File: src/design/hms_pkg.sv
// Shared types for the Hill-type muscle step block: sequencer states,
// arithmetic unit opcodes, register indexes and the control/status structs.
// No dependencies.
package hms_pkg;

  typedef enum logic [2:0] {
    CFG_OPT_FIBER   = 3'd0,
    CFG_SLACK       = 3'd1,
    CFG_PEAK_FORCE  = 3'd2,
    CFG_ACT_RATE    = 3'd3,
    CFG_STEP_LENGTH = 3'd4
  } cfg_reg_t;

  typedef enum logic [2:0] {
    OP_ADD,
    OP_SUB,
    OP_ABS,
    OP_MUL,
    OP_DIV,
    OP_LERP
  } alu_op_t;

  typedef struct packed {
    logic    start;
    alu_op_t op;
  } alu_ctl_t;

  typedef struct packed {
    logic done;
    logic sat;
  } alu_sts_t;

  typedef enum logic [5:0] {
    S_IDLE,
    S_INIT,
    S_BLEND,
    S_ONE_M,
    S_KEEP,
    S_DRIVE,
    S_ACT,
    S_DISP,
    S_LEN,
    S_TENDON,
    S_TDIV,
    S_STRETCH,
    S_FSE_LIN,
    S_FSE,
    S_REL,
    S_DEV,
    S_SPREAD,
    S_LO_ARG,
    S_LO_LIN,
    S_LO_SQ,
    S_HI_SQ,
    S_FPE,
    S_FCE,
    S_ABS,
    S_SQ,
    S_CUBE,
    S_LIDX,
    S_LRD,
    S_LERP,
    S_DEN,
    S_VF,
    S_BRANCH,
    S_C_ARG,
    S_C_NUM,
    S_C_DLIN,
    S_C_DEN,
    S_C_DIV,
    S_C_NEG,
    S_E_ARG,
    S_E_ECC,
    S_E_NUM0,
    S_E_NUM,
    S_E_DLIN,
    S_E_DEN,
    S_E_DIV,
    S_VEL,
    S_FORCE,
    S_DONE
  } seq_state_t;

endpackage

File: src/design/hms_alu.sv
// Shared saturating arithmetic unit: add, subtract, abs, fixed-point multiply,
// table interpolation and restoring divide (one bit per cycle).
// Depends on hms_pkg.
module hms_alu import hms_pkg::*; #(
  parameter int W = 32,
  parameter int F = 16
) (
  input  logic                clk,
  input  logic                rst,
  input  alu_ctl_t            ctl,
  input  logic signed [W-1:0] a,
  input  logic signed [W-1:0] b,
  input  logic [F+1:0]        part,
  output logic signed [W-1:0] res,
  output alu_sts_t            sts
);

  localparam int PW = (W > F + 2) ? W : F + 2;
  localparam int CW = $clog2(W + 2);
  localparam logic signed [W-1:0] WMAX = {1'b0, {(W-1){1'b1}}};
  localparam logic signed [W-1:0] WMIN = {1'b1, {(W-1){1'b0}}};

  logic [W-1:0]      ma, mb;
  logic              neg;
  logic [W:0]        sum;
  logic              as_ovf;
  logic signed [W-1:0] as_res;
  logic [W-1:0]      mx;
  logic [PW-1:0]     my;
  logic [W+PW-1:0]   prod, q;
  logic [W:0]        lim;
  logic              mul_ovf;
  logic signed [W-1:0] mul_res, lerp_res;
  logic [W+F-1:0]    sh;
  logic [W-1:0]      dhi;
  logic              d_ovf;

  logic              busy, dneg;
  logic [CW-1:0]     cnt;
  logic [W-1:0]      rem, ub;
  logic [W:0]        dvd, quo, r2, lim_d;
  logic              ge;

  assign ma  = a[W-1] ? (~a + 1'b1) : a;
  assign mb  = b[W-1] ? (~b + 1'b1) : b;
  assign neg = a[W-1] ^ b[W-1];

  always_comb begin
    unique case (ctl.op)
      OP_ADD:  sum = {a[W-1], a} + {b[W-1], b};
      OP_ABS:  sum = {(W+1){1'b0}} - {a[W-1], a};
      default: sum = {a[W-1], a} - {b[W-1], b};
    endcase
  end

  assign as_ovf = sum[W] != sum[W-1];
  assign as_res = as_ovf ? (sum[W] ? WMIN : WMAX) : sum[W-1:0];

  // one multiplier serves both the product and the interpolation step
  assign mx   = (ctl.op == OP_LERP) ? W'(a - b) : ma;
  assign my   = (ctl.op == OP_LERP) ? PW'(part) : PW'(mb);
  assign prod = mx * my;
  assign q    = prod >> F;
  assign lim  = (W+1)'(WMAX) + (W+1)'(neg);
  assign mul_ovf  = q > (W+PW)'(lim);
  assign mul_res  = mul_ovf ? (neg ? WMIN : WMAX) : (neg ? -q[W-1:0] : q[W-1:0]);
  assign lerp_res = a - W'(prod >> (F + 2));

  // quotient bits above the W+1 we develop must be zero
  assign sh    = {ma, {F{1'b0}}};
  assign dhi   = W'(sh >> (W + 1));
  assign d_ovf = dhi >= mb;

  assign r2    = {rem, dvd[W]};
  assign ge    = r2 >= {1'b0, ub};
  assign lim_d = (W+1)'(WMAX) + (W+1)'(dneg);

  always_ff @(posedge clk) begin
    if (rst) begin
      busy <= 1'b0;
      sts  <= '0;
    end else begin
      sts <= '0;
      if (ctl.start) begin
        unique case (ctl.op)
          OP_ADD, OP_SUB: begin
            res <= as_res;
            sts <= '{done: 1'b1, sat: as_ovf};
          end
          OP_ABS: begin
            res <= a[W-1] ? as_res : a;
            sts <= '{done: 1'b1, sat: as_ovf};
          end
          OP_MUL: begin
            res <= mul_res;
            sts <= '{done: 1'b1, sat: mul_ovf};
          end
          OP_LERP: begin
            res <= lerp_res;
            sts <= '{done: 1'b1, sat: 1'b0};
          end
          OP_DIV: begin
            if (b == '0) begin
              res <= (a == '0) ? '0 : (a[W-1] ? WMIN : WMAX);
              sts <= '{done: 1'b1, sat: 1'b1};
            end else if (d_ovf) begin
              res <= neg ? WMIN : WMAX;
              sts <= '{done: 1'b1, sat: 1'b1};
            end else begin
              busy <= 1'b1;
              cnt  <= CW'(W + 1);
              rem  <= dhi;
              dvd  <= sh[W:0];
              quo  <= '0;
              ub   <= mb;
              dneg <= neg;
            end
          end
          default: begin
            res <= '0;
          end
        endcase
      end else if (busy) begin
        if (cnt != '0) begin
          rem <= ge ? W'(r2 - {1'b0, ub}) : r2[W-1:0];
          dvd <= {dvd[W-1:0], 1'b0};
          quo <= {quo[W-1:0], ge};
          cnt <= cnt - 1'b1;
        end else begin
          busy <= 1'b0;
          if (quo > lim_d) begin
            res <= dneg ? WMIN : WMAX;
            sts <= '{done: 1'b1, sat: 1'b1};
          end else begin
            res <= dneg ? -quo[W-1:0] : quo[W-1:0];
            sts <= '{done: 1'b1, sat: 1'b0};
          end
        end
      end
    end
  end

endmodule

File: config.mk
export PLATFORM = sky130hd
export DESIGN_NAME = hms_alu
export DESIGN_NICKNAME = d
export VERILOG_FILES = /design/src/design/hms_pkg.sv /design/src/design/hms_alu.sv
export SDC_FILE = /design/constraint.sdc
export NUM_CORES = 2
export LEC_CHECK = 0
export BUFFER_PORTS_ARGS = -buffer_cell sky130_fd_sc_hd__buf_2
export CAP_MARGIN = 20
export CORE_MARGIN = 2
export CORE_UTILIZATION = 41
export DETAILED_ROUTE_END_ITERATION = 7
export GPL_TIMING_DRIVEN = 0
export PLACE_DENSITY = 0.6
export SETUP_SLACK_MARGIN = 0.15
export SLEW_MARGIN = 20
export SYNTH_ARGS = -nofsm -noshare
export SYNTH_HDL_FRONTEND = slang
export SYNTH_SLANG_ARGS = --single-unit
File: constraint.sdc
create_clock -name clk -period 34.5 [get_ports clk]
set_clock_uncertainty 0.05 [all_clocks]
set_input_delay 1.725 -clock clk [delete_from_list [all_inputs] [get_ports clk]]
set_output_delay 1.725 -clock clk [all_outputs]
set_load 0.01 [all_outputs]
==> Word-level counts from Yosys, hierarchy flattened <==
Index checks and enable logic that the tools add are counted.
{ "word_totals": {"in_bits": 88, "elab_cells": 117, "output_inout_bits": 34, "reg_bits": 172} }
{ "op_classes": {"multipliers": 1, "order_cmp": 4, "n_mux": 60, "addsub": 13, "reduce_logical": 12, "eq_ne": 11, "bitwise_logic": 6} }
{ "op_table": {"columns": ["cell", "n"], "rows": [
  ["two-way mux 32 bit", 27],
  ["two-way mux 33 bit", 12],
  ["case mux 32 bit (5 select lines)", 1],
  ["subtractor 32 bit", 3],
  ["case mux 33 bit (2 select lines)", 1],
  ["adder 31 x 1 -> 32 bit (first input constant)", 2],
  ["adder 32 x 1 -> 32 bit (second input constant)", 2],
  ["zero test 32 bit", 2],
  ["multiplier 32 x 32 -> 64 bit", 1],
  ["negation 32 bit", 2],
  ["inverter 32 bit", 2],
  ["greater-than comparator 48 x 32 -> 1 bit", 1],
  ["two-way mux 6 bit", 6],
  ["adder 32 x 32 -> 33 bit", 1],
  ["greater-or-equal comparator 33 x 32 -> 1 bit", 1],
  ["greater-than comparator 33 x 32 -> 1 bit", 1],
  ["subtractor 1 x 32 -> 33 bit (first input constant)", 1],
  ["subtractor 32 x 32 -> 33 bit", 1],
  ["greater-or-equal comparator 15 x 32 -> 1 bit", 1],
  ["two-way mux 2 bit", 5],
  ["case mux 2 bit (4 select lines)", 1],
  ["two-way mux 1 bit", 7],
  ["equality test 3 x 2 -> 1 bit (second input constant)", 2],
  ["equality test 3 bit (second input constant)", 2],
  ["17 further kinds", 22]
]} }

==> Depth between registers and ports, before layout <==
{ "depth": {"ltp_word": 10, "mapped_depth": 57} }

==> Least setup slack after synthesis <==
OpenSTA, ideal clock, no wires.
{ "synth_path": {"path_type": "input to register", "startpoint": "in a[0]", "endpoint": "reg res[5] (data pin)", "setup_ns": 0.265, "slack_ns": 19.849, "n_path_buf": 4, "arrival_time_ns": 14.336, "path_stages": 54, "required_time_ns": 34.185, "path_cell_list": "clkbuf_1 > inv_1 > ha_1 > inv_1 > fa_1 > a21o_1 > a21oi_1 > o21a_1 > o21ai_0 > a2111oi_0 > o31ai_1 > a21o_1 > a21o_1 > a21o_1 > a21oi_1 > xnor2_1 > o21ai_1 > clkbuf_1 > [... 18 more ...] > and2_1 > buf_2 > a31oi_1 > xnor2_1 > inv_1 > ha_1 > a21o_1 > a21oi_1 > o21ai_0 > nor4_1 > o211ai_1 > a21oi_1 > o2111ai_1 > a2111oi_2 > nand3_1 > o311ai_0 > a21oi_1 > or3_1"} }
{ "synth_via": {"elab_chain_cells": 10} }
{ "synth_lines": {"columns": ["element", "line_no", "rtl"], "rows": [
  ["start, declared", "hms_alu.sv:11", "input logic signed [W-1:0] a,"],
  ["inverter 32 bit", "hms_alu.sv:44", "assign ma = a[W-1] ? (~a + 1'b1) : a;"],
  ["adder 32 x 1 -> 32 bit", "hms_alu.sv:44", null],
  ["two-way mux 32 bit", "hms_alu.sv:44", null],
  ["two-way mux 32 bit", "hms_alu.sv:60", "assign mx = (ctl.op == OP_LERP) ? W'(a - b) : ma;"],
  ["multiplier 32 x 32 -> 64 bit", "hms_alu.sv:62", "assign prod = mx * my;"],
  ["negation 32 bit", "hms_alu.sv:66", "assign mul_res = mul_ovf ? (neg ? WMIN : WMAX) : (neg ? -q[W-1:0] : q[W-1:0]);"],
  ["two-way mux 32 bit (2 in series)", "hms_alu.sv:66", null],
  ["case mux 32 bit (5 select lines) *", "hms_alu.sv:85", "unique case (ctl.op)"],
  ["two-way mux 32 bit *", "hms_alu.sv:84", "if (ctl.start) begin"],
  ["end signal, assigned", "hms_alu.sv:87", "res <= as_res;"],
  ["end signal, assigned", "hms_alu.sv:91", "res <= a[W-1] ? as_res : a;"],
  ["end signal, assigned", "hms_alu.sv:95", "res <= mul_res;"],
  ["end, declared", "hms_alu.sv:14", "output logic signed [W-1:0] res,"]
]} }
Mark *: on every way between the ends. The rest lies on a longest branch, timed or not.
A chain may end at the register's enable or synchronous reset.

==> Final worst setup path <==
{ "layout_path": {"startpoint": "in a[0]", "endpoint": "reg res[27] (data pin)"} }
The elaborated chain is that of the path after synthesis.

==> results_tabular.tex <==
\begin{tabular}{lr}
\hline
Metric & Value \\
\hline
\multicolumn{2}{l}{\textbf{Outcome}} \\
Status & complete, no violations \\
\multicolumn{2}{l}{\textbf{Logic synthesis}} \\
Warnings, synthesis & 0 \\
Yosys top cell area share & 0.334 \\
Post-synth EDFFs & 153 \\
Sequential share of the synthesized area & 0.0865 \\
Post-synth net total & 8013 \\
Largest area contributor in the synthesized netlist & fa\_1 \\
Fraction of registers with async set/reset & 0 \\
Instance count of the mapped netlist & 6551 \\
Most common cell in the synthesized netlist & inv\_1 \\
Main flop type after synthesis & edfxtp\_1 \\
Cells taking the most area after synthesis & fa\_1, ha\_1, edfxtp\_1, inv\_1, nor2\_1 \\
Commonest cells in the synthesized netlist & inv\_1, fa\_1, nor2\_1 \\
Cell area after synthesis & 53800 um2 \\
\#FFs+latches synth & 156 \\
Syn avg cell area & 8.22 um2 \\
Number of distinct library cell variants in the gate-level netlist after synthesis & 100 \\
\multicolumn{2}{l}{\textbf{Setup path}} \\
Largest driver fanout on the critical path & 10 \\
Crit-path slowest cell & nor4\_1 \\
Data required time at the worst endpoint & 34.75 ns \\
Worst Setup Path Type & input pin to register \\
Arrival @ worst endpoint & 20.43 ns \\
Critical path's top delay family & compound AO/OA/AOI/OAI gates \\
Critical path endpoint category & register \\
Maximum cell stage delay along the critical path & 1.04 ns \\
Most used cell along the critical path & fa\_1 \\
Buffering stage count on the worst path with inverters included & 12 \\
Launching element type of the critical path & input pin \\
\multicolumn{2}{l}{\textbf{Floorplanning}} \\
Die area & 134000 um2 \\
Die width & 366 um \\
Area of the core & 130000 um2 \\
Placement Rows & 132 \\
Starting density of the core & 0.414 \\
Io pins & 122 \\
Height of the die & 366 um \\
\multicolumn{2}{l}{\textbf{Hold path}} \\
Classification of the worst-slack hold path & register to register \\
\multicolumn{2}{l}{\textbf{Clock tree}} \\
Post-CTS setup buffer count & 0 \\
Number of levels the H-tree was split into & 4 \\
Buffer depth of the longest clock path & 2 \\
Count of hold buffers inserted by post-cts repair & 0 \\
Clock network latency to the later pin of the worst-skew pair & 0.50 ns \\
Clock slew at reported path FFs & 0.07 ns \\
Cell chosen for the clock root & clkbuf\_16 \\
Resized Gates After CTS & 0 \\
TritonCTS clock tree & yes \\
Number of clock sinks & 156 \\
Clock buffer count from CTS & 17 \\
\multicolumn{2}{l}{\textbf{Global routing}} \\
Number of global-route vias before repair & 50100 \\
First-pass GRT wire length & 360000 um \\
GRT Residual Overflow & 0 \\
Initial antenna violation count & 21 \\
Gr usage total & 0.374 \\
Pin count of the biggest net entering global routing & 31 \\
\multicolumn{2}{l}{\textbf{STA}} \\
Max-slew violations & 0 \\
Hold Fails Final Rpt & 0 \\
Total setup violations reported at the end of the flow & 0 \\
Slew headroom & 0.127 \\
Unrepaired setup endpoints after global routing & false \\
Share of the clock period used by the worst path & 0.585 \\
Final critical path time including I/O delays and setup & 20.18 ns \\
Max Fclk & 49.6 MHz \\
Slew at the pin closest to its max-slew limit & 1.31 ns \\
Aggregate negative setup slack & 0 ns \\
\multicolumn{2}{l}{\textbf{Placement}} \\
Number of I/O port buffers & 111 \\
DP HPWL & 215000 um \\
Weighted congestion reported at the end of routability-driven placement & 1.05 \\
\multicolumn{2}{l}{\textbf{Route}} \\
DR DRC count & 0 \\
DRT Wirelength & 254000 um \\
Post-detailed-route via-to-cell ratio & 5.88 \\
Total number of vias & 50000 \\
Iteration-0 DRC Markers & 4980 \\
Routed length per placed instance & 29.9 um \\
Number of nets with antenna violations after routing & 0 \\
Detailed Routing Iterations Pass 1 & 8 \\
\multicolumn{2}{l}{\textbf{Final layout}} \\
Share of layout cells above drive strength 1 & 0.0538 \\
Total number of nets in the final design & 8194 \\
Final Util & 0.449 \\
Area Overhead vs Synth & 8.32\% \\
\multicolumn{2}{l}{\textbf{Flow run}} \\
MaxCap Viol Count & 0 \\
\hline
\end{tabular}
[cell families after synthesis]
kind of cell    Yosys count  synth area share
buf+inv                1400            0.0983
xor+xnor                265            0.0434
simple gates           2076             0.169
mux                      66            0.0129
flops                   156            0.0865
compound gates         1193             0.141
fa+ha+maj              1395             0.449
[worst reg2reg max path: cells and delay by family (launching register included)]
| family | cells | cell delay [ns] |
|---|---|---|
| and+or+nand+nor | 4 | 1.09 |
| buffers and inverters | 4 | 1.50 |
| DFF | 1 | 0.63 |
| adders and majority gates | 1 | 0.24 |
| AOI/OAI and AO/OA | 9 | 1.71 |
[area by class of cell]
| class | instances | area [um2] |
|---|---|---|
| diodes | 5 | 12.5 |
| plain buffers | 303 | 1180 |
| clock buffers | 18 | 429 |
| clock inverters | 14 | 149 |
| fillers | 13300 | 71700 |
| inverters | 1097 | 4120 |
| multi-input cells | 4995 | 44300 |
| flip-flops and latches | 156 | 4650 |
| well taps | 1742 | 2180 |
| repair buffers | 162 | 1260 |
[sequential cells by signal (all words and copies together) (netlist names)]
name  cells
ub       32
sts       2
quo      33
dvd      17
dneg      1
res      32
rem      32
cnt       6
busy      1
[cells in the final DEF (no fill, tap or decap), types with 62 or more instances in the layout]
| cell type | Yosys | routed |
|---|---|---|
| nand2b_1 | 62 | 62 |
| nor3_1 | 74 | 74 |
| o21ai_0 | 256 | 249 |
| nor2_1 | 806 | 805 |
| buf_2 | 14 | 126 |
| ha_1 | 475 | 475 |
| fa_1 | 899 | 899 |
| a21o_1 | 137 | 137 |
| inv_1 | 1091 | 1091 |
| xor2_1 | 94 | 89 |
| clkbuf_1 | 266 | 262 |
| edfxtp_1 | 153 | 153 |
| nand4_1 | 62 | 62 |
| xnor2_1 | 169 | 135 |
| a21oi_1 | 343 | 337 |
| nand3_1 | 69 | 69 |
| nand2_1 | 726 | 726 |
| o21a_1 | 83 | 83 |
[final timing paths]
kind	startpoint	end	slack [ns]	cells past startpoint
worst max-delay path	a[0]	res[27]$_DFFE_PP_	14.32	53
worst min-delay path	busy$_SDFFE_PP0P_	busy$_SDFFE_PP0P_	0.45	2
worst max register to register	dneg$_DFFE_PP_	res[28]$_DFFE_PP_	28.97	18
worst min register to register	busy$_SDFFE_PP0P_	busy$_SDFFE_PP0P_	0.45	2
[metal layers]
metal | part of all wire | track usage | vias up
met4 | 0.069 | 0.216 | 18
met3 | 0.091 | 0.0727 | 619
met5 | 0.00046 | 0 | -
li1 | - | - | 21600
met1 | 0.40 | 0.490 | 25200
met2 | 0.44 | 0.576 | 2594
[per-stage QoR]
stage / instance area (um2) / cells / hold WS, ns / worst slack (ns)
3_5_place_dp: 57700 / 8452 / 0.437 / 14.43
6_report: 58300 / 8492 / 0.449 / 14.32
3_3_place_gp: 56600 / 8404 / 0.423 / 13.55
4_1_cts: 58300 / 8484 / 0.449 / 14.90
2_1_floorplan: 53800 / 6551 / 0.412 / 19.85
5_1_grt: 58300 / 8487 / 0.484 / 14.04
Power is not shown: default switching activity piles up to over one toggle a cycle in this logic, so the estimate is an artifact.
